<file path="config.mk">
export PLATFORM = sky130hd
export DESIGN_NAME = tick_task_dispatch_table_core
export DESIGN_NICKNAME = d
export VERILOG_FILES = /design/src/ttd_pkg.sv /design/src/ttd_alu.sv /design/src/ttd_slot_table.sv /design/src/ttd_ctrl.sv /design/src/tick_task_dispatch_table_core.sv
export VERILOG_INCLUDE_DIRS = /design/src /design/src/src
export SDC_FILE = /design/constraint.sdc
export NUM_CORES = 1
export LEC_CHECK = 0
export ABC_AREA = 1
export BUFFER_PORTS_ARGS = -buffer_cell sky130_fd_sc_hd__buf_4
export CAP_MARGIN = 0
export CORE_MARGIN = 1.5
export CORE_UTILIZATION = 57
export CTS_BUF_LIST = sky130_fd_sc_hd__clkbuf_4 sky130_fd_sc_hd__clkbuf_8
export DETAILED_ROUTE_END_ITERATION = 10
export HOLD_SLACK_MARGIN = 0.02
export PLACE_DENSITY = 0.77
export SETUP_SLACK_MARGIN = 0.05
export SYNTH_ARGS = -nofsm -noshare
export SYNTH_HDL_FRONTEND = slang
export SYNTH_SLANG_ARGS = --single-unit
</file>
<file path="constraint.sdc">
create_clock -name clk_i -period 5.43 [get_ports clk_i]
set_input_delay 1.086 -clock clk_i [delete_from_list [all_inputs] [get_ports clk_i]]
set_output_delay 1.086 -clock clk_i [all_outputs]
set_load 0.02 [all_outputs]
</file>
<file path="src/tick_task_dispatch_table_core_macros.svh">
// assertion macros for the tick task dispatch table
`ifndef TICK_TASK_DISPATCH_TABLE_CORE_MACROS_SVH
`define TICK_TASK_DISPATCH_TABLE_CORE_MACROS_SVH

// expression holds at every clock edge out of reset
`define TTD_ASSERT_HOLDS(lbl, clk, rst_n, expr) \
  lbl: assert property (@(posedge clk) disable iff (!rst_n) (expr)) \
    else $error("ttd assertion failed");

// consequent holds in the cycle after the antecedent
`define TTD_ASSERT_NEXT(lbl, clk, rst_n, ante, cons) \
  lbl: assert property (@(posedge clk) disable iff (!rst_n) (ante) |=> (cons)) \
    else $error("ttd assertion failed");

// consequent holds in the same cycle as the antecedent
`define TTD_ASSERT_SAME(lbl, clk, rst_n, ante, cons) \
  lbl: assert property (@(posedge clk) disable iff (!rst_n) (ante) |-> (cons)) \
    else $error("ttd assertion failed");

`endif

</file>
<file path="src/ttd_pkg.sv">
// shared constants, codes and types of the tick task dispatch table
package ttd_pkg;

  localparam int SLOT_COUNT     = 8;
  localparam int MIN_RESOLUTION = 1;
  localparam int MAX_RESULTS    = 8;

  localparam int SLOT_W   = (SLOT_COUNT > 1) ? $clog2(SLOT_COUNT) : 1;
  localparam int UCNT_W   = $clog2(SLOT_COUNT + 1);
  localparam int NCNT_W   = $clog2(MAX_RESULTS + 1);
  localparam int TICK_W   = 32;
  localparam int PERIOD_W = 16;
  localparam int HANDLE_W = 8;
  localparam int RES_W    = 8;

  localparam logic [1:0] MODE_ONESHOT  = 2'd0;
  localparam logic [1:0] MODE_PERIODIC = 2'd1;

  typedef enum logic [1:0] {
    ACT_CREATE = 2'd0,
    ACT_STOP   = 2'd1,
    ACT_TICK   = 2'd2,
    ACT_NONE   = 2'd3
  } action_e;

  typedef enum logic [1:0] {
    KIND_STATUS   = 2'd0,
    KIND_DISPATCH = 2'd1,
    KIND_IDLE     = 2'd2
  } kind_e;

  typedef enum logic [2:0] {
    STAT_OK        = 3'd0,
    STAT_NOT_INIT  = 3'd1,
    STAT_FULL      = 3'd2,
    STAT_TAKEN     = 3'd3,
    STAT_BAD_MODE  = 3'd4,
    STAT_ONE_SHOT  = 3'd5,
    STAT_NOT_FOUND = 3'd6,
    STAT_NULL      = 3'd7
  } status_e;

  typedef enum logic [2:0] {
    ST_IDLE,
    ST_CREATE,
    ST_STOP,
    ST_TICK_INC,
    ST_TICK_SCAN,
    ST_TICK_HIT,
    ST_TICK_DONE
  } state_e;

  typedef enum logic [1:0] {
    TW_NONE,
    TW_CREATE,
    TW_FREE,
    TW_RELOAD
  } tw_op_e;

  typedef struct packed {
    tw_op_e                op;
    logic [SLOT_W-1:0]     idx;
    logic [TICK_W-1:0]     deadline;
    logic [PERIOD_W-1:0]   period;
    logic [HANDLE_W-1:0]   handle;
    logic                  periodic;
  } tbl_wr_t;

  typedef struct packed {
    logic                  busy;
    logic                  periodic;
    logic [TICK_W-1:0]     deadline;
    logic [PERIOD_W-1:0]   period;
    logic [HANDLE_W-1:0]   handle;
  } tbl_rd_t;

  typedef struct packed {
    kind_e                 kind;
    status_e               status;
    logic [2:0]            fired_slot;
    logic [HANDLE_W-1:0]   fired_handle;
    logic                  last;
  } result_t;

endpackage

</file>
<file path="src/ttd_alu.sv">
// shared 32-bit adder and equality compare
module ttd_alu (
  input  logic [ttd_pkg::TICK_W-1:0] a_i,
  input  logic [ttd_pkg::TICK_W-1:0] b_i,
  output logic [ttd_pkg::TICK_W-1:0] sum_o,
  output logic                       eq_o
);

  assign sum_o = a_i + b_i;
  assign eq_o  = (a_i == b_i);

endmodule

</file>
<file path="src/ttd_slot_table.sv">
// task slot storage with busy and periodic flags
module ttd_slot_table (
  input  logic                            clk_i,
  input  logic                            rst_ni,
  input  ttd_pkg::tbl_wr_t                wr_i,
  input  logic [ttd_pkg::SLOT_W-1:0]      rd_idx_i,
  output ttd_pkg::tbl_rd_t                rd_o,
  output logic [ttd_pkg::SLOT_COUNT-1:0]  busy_o
);

  logic [ttd_pkg::SLOT_COUNT-1:0] busy_q;
  logic [ttd_pkg::SLOT_COUNT-1:0] periodic_q;
  logic [ttd_pkg::TICK_W-1:0]     deadline_q [ttd_pkg::SLOT_COUNT];
  logic [ttd_pkg::PERIOD_W-1:0]   period_q   [ttd_pkg::SLOT_COUNT];
  logic [ttd_pkg::HANDLE_W-1:0]   handle_q   [ttd_pkg::SLOT_COUNT];

  always_ff @(posedge clk_i or negedge rst_ni) begin
    if (!rst_ni) begin
      busy_q     <= '0;
      periodic_q <= '0;
    end else begin
      unique case (wr_i.op)
        ttd_pkg::TW_CREATE: begin
          busy_q[wr_i.idx]     <= 1'b1;
          periodic_q[wr_i.idx] <= wr_i.periodic;
        end
        ttd_pkg::TW_FREE: begin
          busy_q[wr_i.idx]     <= 1'b0;
          periodic_q[wr_i.idx] <= 1'b0;
        end
        default: begin
        end
      endcase
    end
  end

  always_ff @(posedge clk_i) begin
    unique case (wr_i.op)
      ttd_pkg::TW_CREATE: begin
        deadline_q[wr_i.idx] <= wr_i.deadline;
        period_q[wr_i.idx]   <= wr_i.period;
        handle_q[wr_i.idx]   <= wr_i.handle;
      end
      ttd_pkg::TW_RELOAD: begin
        deadline_q[wr_i.idx] <= wr_i.deadline;
      end
      default: begin
      end
    endcase
  end

  assign rd_o.busy     = busy_q[rd_idx_i];
  assign rd_o.periodic = periodic_q[rd_idx_i];
  assign rd_o.deadline = deadline_q[rd_idx_i];
  assign rd_o.period   = period_q[rd_idx_i];
  assign rd_o.handle   = handle_q[rd_idx_i];
  assign busy_o        = busy_q;

endmodule

</file>
<file path="src/ttd_ctrl.sv">
// sequencer: request decode, slot scan, tick counter and result register
module ttd_ctrl (
  input  logic                            clk_i,
  input  logic                            rst_ni,
  input  logic                            cfg_we_i,
  input  logic [ttd_pkg::RES_W-1:0]       cfg_wdata_i,
  input  logic                            in_valid_i,
  output logic                            in_ready_o,
  input  ttd_pkg::action_e                in_action_i,
  input  logic [2:0]                      in_slot_i,
  input  logic [ttd_pkg::PERIOD_W-1:0]    in_period_i,
  input  logic [1:0]                      in_mode_i,
  input  logic [ttd_pkg::HANDLE_W-1:0]    in_handle_i,
  output logic                            out_valid_o,
  input  logic                            out_ready_i,
  output ttd_pkg::result_t                out_o,
  output logic [ttd_pkg::SLOT_W-1:0]      tbl_rd_idx_o,
  input  ttd_pkg::tbl_rd_t                tbl_rd_i,
  output ttd_pkg::tbl_wr_t                tbl_wr_o,
  output logic [ttd_pkg::TICK_W-1:0]      alu_a_o,
  output logic [ttd_pkg::TICK_W-1:0]      alu_b_o,
  input  logic [ttd_pkg::TICK_W-1:0]      alu_sum_i,
  input  logic                            alu_eq_i,
  output logic [ttd_pkg::UCNT_W-1:0]      used_o
);

  localparam logic [ttd_pkg::SLOT_W-1:0] LAST_IDX = ttd_pkg::SLOT_W'(ttd_pkg::SLOT_COUNT - 1);

  ttd_pkg::state_e                 state_q, state_d;
  logic [ttd_pkg::RES_W-1:0]       res_q;
  logic [ttd_pkg::TICK_W-1:0]      tick_q, tick_d;
  logic [ttd_pkg::UCNT_W-1:0]      used_q, used_d;
  logic [ttd_pkg::SLOT_W-1:0]      idx_q, idx_d;
  logic [ttd_pkg::NCNT_W-1:0]      n_q, n_d;
  logic                            pend_valid_q, pend_valid_d;
  logic [ttd_pkg::SLOT_W-1:0]      pend_slot_q, pend_slot_d;
  logic [ttd_pkg::HANDLE_W-1:0]    pend_handle_q, pend_handle_d;
  logic                            out_valid_q;
  ttd_pkg::result_t                out_q;
  logic [2:0]                      req_slot_q;
  logic [ttd_pkg::PERIOD_W-1:0]    req_period_q;
  logic [1:0]                      req_mode_q;
  logic [ttd_pkg::HANDLE_W-1:0]    req_handle_q;

  logic                            out_free;
  logic                            idx_last;
  logic                            hit;
  logic                            report;
  logic                            hit_stall;
  logic                            stop_end;
  logic [ttd_pkg::SLOT_W-1:0]      cre_idx;
  logic [ttd_pkg::PERIOD_W-1:0]    period_eff;
  ttd_pkg::status_e                cre_status;
  logic                            emit;
  ttd_pkg::result_t                emit_res;

  always_comb begin
    out_free   = !out_valid_q || out_ready_i;
    idx_last   = (idx_q == LAST_IDX);
    hit        = tbl_rd_i.busy && alu_eq_i;
    report     = (n_q < ttd_pkg::NCNT_W'(ttd_pkg::MAX_RESULTS));
    hit_stall  = report && pend_valid_q && !out_free;
    stop_end   = (req_handle_q == '0) || hit || idx_last;
    cre_idx    = ttd_pkg::SLOT_W'(req_slot_q);
    period_eff = (req_period_q == '0) ? ttd_pkg::PERIOD_W'(1) : req_period_q;
    if (res_q == '0 || res_q < ttd_pkg::RES_W'(ttd_pkg::MIN_RESOLUTION)) begin
      cre_status = ttd_pkg::STAT_NOT_INIT;
    end else if (used_q >= ttd_pkg::UCNT_W'(ttd_pkg::SLOT_COUNT)) begin
      cre_status = ttd_pkg::STAT_FULL;
    end else if (!(6'(req_slot_q) < 6'(ttd_pkg::SLOT_COUNT)) || tbl_rd_i.busy) begin
      cre_status = ttd_pkg::STAT_TAKEN;
    end else if (req_mode_q != ttd_pkg::MODE_ONESHOT && req_mode_q != ttd_pkg::MODE_PERIODIC) begin
      cre_status = ttd_pkg::STAT_BAD_MODE;
    end else begin
      cre_status = ttd_pkg::STAT_OK;
    end
  end

  // next state
  always_comb begin
    state_d = state_q;
    unique case (state_q)
      ttd_pkg::ST_IDLE: begin
        if (in_valid_i) begin
          unique case (in_action_i)
            ttd_pkg::ACT_CREATE: state_d = ttd_pkg::ST_CREATE;
            ttd_pkg::ACT_STOP:   state_d = ttd_pkg::ST_STOP;
            ttd_pkg::ACT_TICK:   state_d = ttd_pkg::ST_TICK_INC;
            default:             state_d = ttd_pkg::ST_IDLE;
          endcase
        end
      end
      ttd_pkg::ST_CREATE: begin
        if (out_free) state_d = ttd_pkg::ST_IDLE;
      end
      ttd_pkg::ST_STOP: begin
        if (stop_end && out_free) state_d = ttd_pkg::ST_IDLE;
      end
      ttd_pkg::ST_TICK_INC: state_d = ttd_pkg::ST_TICK_SCAN;
      ttd_pkg::ST_TICK_SCAN: begin
        if (hit) state_d = ttd_pkg::ST_TICK_HIT;
        else if (idx_last) state_d = ttd_pkg::ST_TICK_DONE;
      end
      ttd_pkg::ST_TICK_HIT: begin
        if (!hit_stall) state_d = idx_last ? ttd_pkg::ST_TICK_DONE : ttd_pkg::ST_TICK_SCAN;
      end
      ttd_pkg::ST_TICK_DONE: begin
        if (out_free) state_d = ttd_pkg::ST_IDLE;
      end
      default: state_d = ttd_pkg::ST_IDLE;
    endcase
  end

  // outputs and datapath
  always_comb begin
    in_ready_o    = (state_q == ttd_pkg::ST_IDLE);
    tbl_rd_idx_o  = (state_q == ttd_pkg::ST_CREATE) ? cre_idx : idx_q;
    alu_a_o       = '0;
    alu_b_o       = '0;
    tbl_wr_o      = '0;
    tbl_wr_o.op   = ttd_pkg::TW_NONE;
    emit          = 1'b0;
    emit_res      = '0;
    emit_res.kind = ttd_pkg::KIND_STATUS;
    emit_res.status = ttd_pkg::STAT_OK;
    tick_d        = tick_q;
    used_d        = used_q;
    idx_d         = idx_q;
    n_d           = n_q;
    pend_valid_d  = pend_valid_q;
    pend_slot_d   = pend_slot_q;
    pend_handle_d = pend_handle_q;
    unique case (state_q)
      ttd_pkg::ST_IDLE: begin
        idx_d = '0;
      end
      ttd_pkg::ST_CREATE: begin
        alu_a_o = tick_q;
        alu_b_o = ttd_pkg::TICK_W'(period_eff);
        if (out_free) begin
          emit            = 1'b1;
          emit_res.status = cre_status;
          emit_res.last   = 1'b1;
          if (cre_status == ttd_pkg::STAT_OK) begin
            tbl_wr_o.op       = ttd_pkg::TW_CREATE;
            tbl_wr_o.idx      = cre_idx;
            tbl_wr_o.deadline = alu_sum_i;
            tbl_wr_o.period   = period_eff;
            tbl_wr_o.handle   = req_handle_q;
            tbl_wr_o.periodic = (req_mode_q == ttd_pkg::MODE_PERIODIC);
            used_d            = used_q + 1'b1;
          end
        end
      end
      ttd_pkg::ST_STOP: begin
        alu_a_o = ttd_pkg::TICK_W'(req_handle_q);
        alu_b_o = ttd_pkg::TICK_W'(tbl_rd_i.handle);
        if (stop_end) begin
          if (out_free) begin
            emit          = 1'b1;
            emit_res.last = 1'b1;
            if (req_handle_q == '0) begin
              emit_res.status = ttd_pkg::STAT_NULL;
            end else if (hit) begin
              if (tbl_rd_i.periodic) begin
                emit_res.status = ttd_pkg::STAT_OK;
                tbl_wr_o.op     = ttd_pkg::TW_FREE;
                tbl_wr_o.idx    = idx_q;
                if (used_q != '0) used_d = used_q - 1'b1;
              end else begin
                emit_res.status = ttd_pkg::STAT_ONE_SHOT;
              end
            end else begin
              emit_res.status = ttd_pkg::STAT_NOT_FOUND;
            end
          end
        end else begin
          idx_d = idx_q + 1'b1;
        end
      end
      ttd_pkg::ST_TICK_INC: begin
        alu_a_o      = tick_q;
        alu_b_o      = ttd_pkg::TICK_W'(1);
        tick_d       = alu_sum_i;
        idx_d        = '0;
        n_d          = '0;
        pend_valid_d = 1'b0;
      end
      ttd_pkg::ST_TICK_SCAN: begin
        alu_a_o = tbl_rd_i.deadline;
        alu_b_o = tick_q;
        if (!hit && !idx_last) idx_d = idx_q + 1'b1;
      end
      ttd_pkg::ST_TICK_HIT: begin
        alu_a_o = tbl_rd_i.deadline;
        alu_b_o = ttd_pkg::TICK_W'(tbl_rd_i.period);
        if (!hit_stall) begin
          if (report) begin
            if (pend_valid_q) begin
              emit                  = 1'b1;
              emit_res.kind         = ttd_pkg::KIND_DISPATCH;
              emit_res.fired_slot   = 3'(pend_slot_q);
              emit_res.fired_handle = pend_handle_q;
            end
            pend_valid_d  = 1'b1;
            pend_slot_d   = idx_q;
            pend_handle_d = tbl_rd_i.handle;
            n_d           = n_q + 1'b1;
          end
          tbl_wr_o.idx = idx_q;
          if (tbl_rd_i.periodic) begin
            tbl_wr_o.op       = ttd_pkg::TW_RELOAD;
            tbl_wr_o.deadline = alu_sum_i;
          end else begin
            tbl_wr_o.op = ttd_pkg::TW_FREE;
            if (used_q != '0) used_d = used_q - 1'b1;
          end
          if (!idx_last) idx_d = idx_q + 1'b1;
        end
      end
      ttd_pkg::ST_TICK_DONE: begin
        if (out_free) begin
          emit          = 1'b1;
          emit_res.last = 1'b1;
          if (pend_valid_q) begin
            emit_res.kind         = ttd_pkg::KIND_DISPATCH;
            emit_res.fired_slot   = 3'(pend_slot_q);
            emit_res.fired_handle = pend_handle_q;
          end else begin
            emit_res.kind = ttd_pkg::KIND_IDLE;
          end
          pend_valid_d = 1'b0;
        end
      end
      default: begin
      end
    endcase
  end

  always_ff @(posedge clk_i or negedge rst_ni) begin
    if (!rst_ni) begin
      state_q      <= ttd_pkg::ST_IDLE;
      res_q        <= '0;
      tick_q       <= '0;
      used_q       <= '0;
      idx_q        <= '0;
      n_q          <= '0;
      pend_valid_q <= 1'b0;
      out_valid_q  <= 1'b0;
    end else begin
      state_q      <= state_d;
      tick_q       <= tick_d;
      used_q       <= used_d;
      idx_q        <= idx_d;
      n_q          <= n_d;
      pend_valid_q <= pend_valid_d;
      if (cfg_we_i) res_q <= cfg_wdata_i;
      if (emit) out_valid_q <= 1'b1;
      else if (out_ready_i) out_valid_q <= 1'b0;
    end
  end

  always_ff @(posedge clk_i) begin
    pend_slot_q   <= pend_slot_d;
    pend_handle_q <= pend_handle_d;
    if (emit) out_q <= emit_res;
    if (in_valid_i && in_ready_o) begin
      req_slot_q   <= in_slot_i;
      req_period_q <= in_period_i;
      req_mode_q   <= in_mode_i;
      req_handle_q <= in_handle_i;
    end
  end

  assign out_valid_o = out_valid_q;
  assign out_o       = out_q;
  assign used_o      = used_q;

endmodule

</file>
<file path="src/tick_task_dispatch_table_core.sv">
// top level of the tick task dispatch table
//
//  channel   direction  handshake                 contents
//  s_axis    in         tvalid / tready           request: tuser action, tdata fields
//  m_axis    out        tvalid / tready / tlast   result: tuser kind, tdata fields
//  cfg       in         cfg_we_i                  tick_resolution write
//
//  create checks the requested slot; stop scans the slots in order (one slot compared per cycle)
//  a tick advances the counter, then scans every slot and reloads or frees each due slot, all through the one adder
//  s_axis_tready is high only while the sequencer is idle
//  a held m_axis result stalls the sequencer at its next result
//  reset clears the tick counter, the busy flags and the used count
module tick_task_dispatch_table_core (
  input  logic        clk_i,
  input  logic        rst_ni,
  input  logic        cfg_we_i,
  input  logic [7:0]  cfg_wdata_i,
  input  logic        s_axis_tvalid,
  output logic        s_axis_tready,
  input  logic [31:0] s_axis_tdata,  // slot[2:0] period[18:3] mode[20:19] task_handle[28:21]
  input  logic [1:0]  s_axis_tuser,  // action[1:0]
  output logic        m_axis_tvalid,
  input  logic        m_axis_tready,
  output logic [15:0] m_axis_tdata,  // status[2:0] fired_slot[5:3] fired_handle[13:6]
  output logic [1:0]  m_axis_tuser,  // kind[1:0]
  output logic        m_axis_tlast
);

  `include "tick_task_dispatch_table_core_macros.svh"

  ttd_pkg::result_t                    out_res;
  ttd_pkg::tbl_wr_t                    tbl_wr;
  ttd_pkg::tbl_rd_t                    tbl_rd;
  logic [ttd_pkg::SLOT_W-1:0]          tbl_rd_idx;
  logic [ttd_pkg::SLOT_COUNT-1:0]      busy;
  logic [ttd_pkg::TICK_W-1:0]          alu_a;
  logic [ttd_pkg::TICK_W-1:0]          alu_b;
  logic [ttd_pkg::TICK_W-1:0]          alu_sum;
  logic                                alu_eq;
  logic [ttd_pkg::UCNT_W-1:0]          used;

  ttd_ctrl u_ctrl (
    .clk_i        (clk_i),
    .rst_ni       (rst_ni),
    .cfg_we_i     (cfg_we_i),
    .cfg_wdata_i  (cfg_wdata_i),
    .in_valid_i   (s_axis_tvalid),
    .in_ready_o   (s_axis_tready),
    .in_action_i  (ttd_pkg::action_e'(s_axis_tuser)),
    .in_slot_i    (s_axis_tdata[2:0]),
    .in_period_i  (s_axis_tdata[18:3]),
    .in_mode_i    (s_axis_tdata[20:19]),
    .in_handle_i  (s_axis_tdata[28:21]),
    .out_valid_o  (m_axis_tvalid),
    .out_ready_i  (m_axis_tready),
    .out_o        (out_res),
    .tbl_rd_idx_o (tbl_rd_idx),
    .tbl_rd_i     (tbl_rd),
    .tbl_wr_o     (tbl_wr),
    .alu_a_o      (alu_a),
    .alu_b_o      (alu_b),
    .alu_sum_i    (alu_sum),
    .alu_eq_i     (alu_eq),
    .used_o       (used)
  );

  ttd_slot_table u_table (
    .clk_i    (clk_i),
    .rst_ni   (rst_ni),
    .wr_i     (tbl_wr),
    .rd_idx_i (tbl_rd_idx),
    .rd_o     (tbl_rd),
    .busy_o   (busy)
  );

  ttd_alu u_alu (
    .a_i   (alu_a),
    .b_i   (alu_b),
    .sum_o (alu_sum),
    .eq_o  (alu_eq)
  );

  assign m_axis_tdata = {2'b00, out_res.fired_handle, out_res.fired_slot, 3'(out_res.status)};
  assign m_axis_tuser = 2'(out_res.kind);
  assign m_axis_tlast = out_res.last;

  `TTD_ASSERT_HOLDS(a_used_matches_busy, clk_i, rst_ni, int'(used) == $countones(busy))
  `TTD_ASSERT_NEXT(a_busy_after_request, clk_i, rst_ni, s_axis_tvalid && s_axis_tready && ttd_pkg::action_e'(s_axis_tuser) != ttd_pkg::ACT_NONE, !s_axis_tready)
  `TTD_ASSERT_SAME(a_idle_tick_is_last, clk_i, rst_ni, m_axis_tvalid && out_res.kind == ttd_pkg::KIND_IDLE, m_axis_tlast)

endmodule
</file>
==> metrics <==
Post-DRT Antenna Nets 0; Yosys top cell area share 59.6%; Total Wirelength 68000 um; Synth Flop Type edfxtp_1; antenna cells 0; initial cell density of the core 57.7%; Final Cycle Share 98.9%; core footprint 44100 um^2; Comb power frac 39.1%; setup slack, reg-to-reg 60 ps; CTS Root Cell clkbuf_8; Switching Share 37.6%; Post-Synth Simple-Gate Area 12.7%; syn avg cell area 11.5 um^2; RePlAce Congestion 0.946; Yosys Warn Count 0; Highest Clock Rate 186 MHz; # IOs 68; CP dominant cell by count buf_4; total global routing track utilization 28.2%; Worst IR Drop VDD 0.315 mV; Post-Syn Area 25500 um^2; fin nets 2492; clk slew on worst S/H paths 60 ps; synthesis-to-finish area growth 18.5%; Critical Path RT 5810 ps; htree depth 3; Crit Path Class reg2reg; pwr/cell area 490 nW/um^2; TritonCTS clock tree done; post-synth cell types 59; CP Launch Type flip-flop; Final HPWL DP 38800 um; Syn Inst Count 2219; Critical Path AT 5750 ps; min Tclk post-route 5370 ps; mux share of post-synthesis cell area 0.757%; antenna violations before repair 0; routed len/inst 22.1 um; synthesized flop and latch total 577; most frequent cells in the layout edfxtp_1 (505), nor2_1 (320), nand2_1 (267); Leakage 11.4 nW; CTS Buf Count 91; setup slack at placement -137 ps; Psw 5.56 mW; detailed-route via count 18900; Final WS setup 58.4 ps; Clock power frac 25.4%; CP max stage delay 420 ps; layout cells sized above 1 18.5%; RSZ-0062 raised after global routing true; most common cell after layout, fill and taps aside edfxtp_1; first-pass GRT wire length 100000 um; DRC viols 0; max cap viols 0; Pins Over Slew Limit 0; die width 214 um; Worst Hold Class reg2reg; hold slack 469 ps; area of the die 45900 um^2; die height 214 um; actual slew at the worst max-slew pin 1080 ps; compound-gate portion of the synthesized area 12.3%; vias in the first global route 18300; iteration-0 DRC count of the detailed router 2371; top cells by area, synth edfxtp_1 (60%), dfrtp_1 (7.1%), o21ai_0 (5.2%); Critical Path Sink Type flip-flop; Yosys top cell by area edfxtp_1; Initial DRT Pass Iterations 8; largest net degree at the start of global routing 73; Post-CTS Hold Fix Bufs 0; clk_skew 40.3 ps; row cnt 77; via/cell ratio 6.15; Post-Synth Adder-Cell Area 2.17%; Hold Path Stages 2; Slew HR 27.7%; asr flop ratio synth 12.5%; Seq/Total Area, Yosys 66.7%; internal power 9.22 mW; worst skew pair latency 700 ps; Final setup viols 0; Clock Path Buffers 3; Synth Area in XOR/XNOR 1.20%; total grt overflow 0; number of synthesized flops with an enable pin 505; Fill cells 3003; Reg2Reg Depth 27; clock sink total 577; status finished clean; worst-path maximum fanout 30; port bufs 62; slowest stage cell, crit path dfrtp_1; main combinational cell family by area after synthesis simple AND/OR/NAND/NOR gates; sequential share of power 35.5%; Hold Fails Final Rpt 0
state kept, by name, summed over array words and instances (netlist names), named ones only:
register	flops
u_ctrl.req_period_q	16
u_ctrl.out_valid_o	1
u_table.periodic_q	8
u_ctrl.pend_slot_q	3
u_ctrl.state_q	3
u_table.deadline_q	256
u_ctrl.pend_handle_q	8
u_ctrl.idx_q	3
u_ctrl.cre_idx	3
u_ctrl.n_q	4
u_ctrl.req_mode_q	2
u_ctrl.pend_valid_q	1
u_ctrl.req_handle_q	8
u_table.handle_q	64
u_ctrl.used_o	4
u_table.period_q	128
u_ctrl.res_q	8
u_ctrl.out_o	17
u_ctrl.tick_q	32
worst max-delay path: cells and delay by family, from the launching register on:
| family | cells | cell delay [ps] |
|---|---|---|
| buffers and inverters | 7 | 1200 |
| AND/OR/NAND/NOR | 15 | 2350 |
| AO/OA/AOI/OAI | 3 | 560 |
| flip-flops | 1 | 420 |
| multiplexers | 1 | 100 |
| adder cells (fa/ha/maj) | 1 | 400 |
power by group through the flow:
| stage | Combinational [mW] | Clock (mW) | Sequential (mW) |
|---|---|---|---|
| after global routing | 6.20 | 3.98 | 5.27 |
| after floorplan | 3.24 | 0 | 5.34 |
| after CTS | 5.22 | 3.79 | 5.24 |
| after global placement | 4.92 | 0 | 5.32 |
| final | 5.77 | 3.76 | 5.25 |
| after detailed placement | 5.09 | 0 | 5.33 |
stage by stage:
step           setup TNS (ps)  util (%)  cells  power, mW  cell area [um^2]
2_1_floorplan               0         -   2220       8.58             25500
3_5_place_dp           -35520      62.4   2865       10.4             27500
6_report                    0      68.4   3072       14.8             30200
4_1_cts                     0      66.9   3041       14.3             29500
3_3_place_gp            -6240      62.4   2865       10.2             27500
5_1_grt                 -5210      68.4   3072       15.4             30200
synth_stat cells (all sizes together) (8+ instances only):
cell type,n
o2bb2ai,8
nand2,280
buf,23
edfxtp,505
mux2,10
mux2i,8
xor2,28
o221ai,77
nor4,10
o2111ai,10
dfrtp,72
inv,154
nor3,12
o21ai,271
o22ai,25
a21oi,56
nor2,348
o211ai,11
ha,41
a32o,17
nand3,93
nand4,19
clkbuf,94
worst paths after layout:
kind,start,endpoint
max in group asynchronous,rst_ni,u_ctrl.tick_q[24]
min in group asynchronous,rst_ni,u_ctrl.n_q[1]
setup reg to reg,u_ctrl.state_q[2],u_table.period_q[7][9]
hold / removal,flip-flop,flip-flop
setup / recovery,u_ctrl.state_q[2],u_table.period_q[7][9]
hold reg to reg,flip-flop,flip-flop
layout make-up:
type	count	area (um^2)	area share, %
clock buffer	139	1680	5.57
clock inverter	32	209	0.693
sequential	577	17000	56.2
timing repair buffer	205	2270	7.54
inverter	157	609	2.02
tap	592	741	2.45
multi-input combinational	1370	7690	25.5
metal layers:
layer	vias up	wire length [um]	GRT usage [%]
li1	8384	-	-
met2	1158	32400	46.0
met3	267	6870	5.49
met5	-	0	0
met4	0	3100	12.8
met1	9089	25600	36.8
cells by family after synthesis:
logic type / count (synthesis)
other: 1
buffers and inverters: 274
muxes: 18
adders and majority gates: 43
xor gates and xnor gates: 35
DFF: 577
AOI/OAI and AO/OA: 502
and+or+nand+nor: 769
repair_timing:
action                                  CTS  global route
cloned                                    1            11
resized for setup                        10            57
endpoints found under the setup margin  489           562
buffers inserted                          4            20
pin swaps                                 1            15
(Power assumes the default switching activity.)
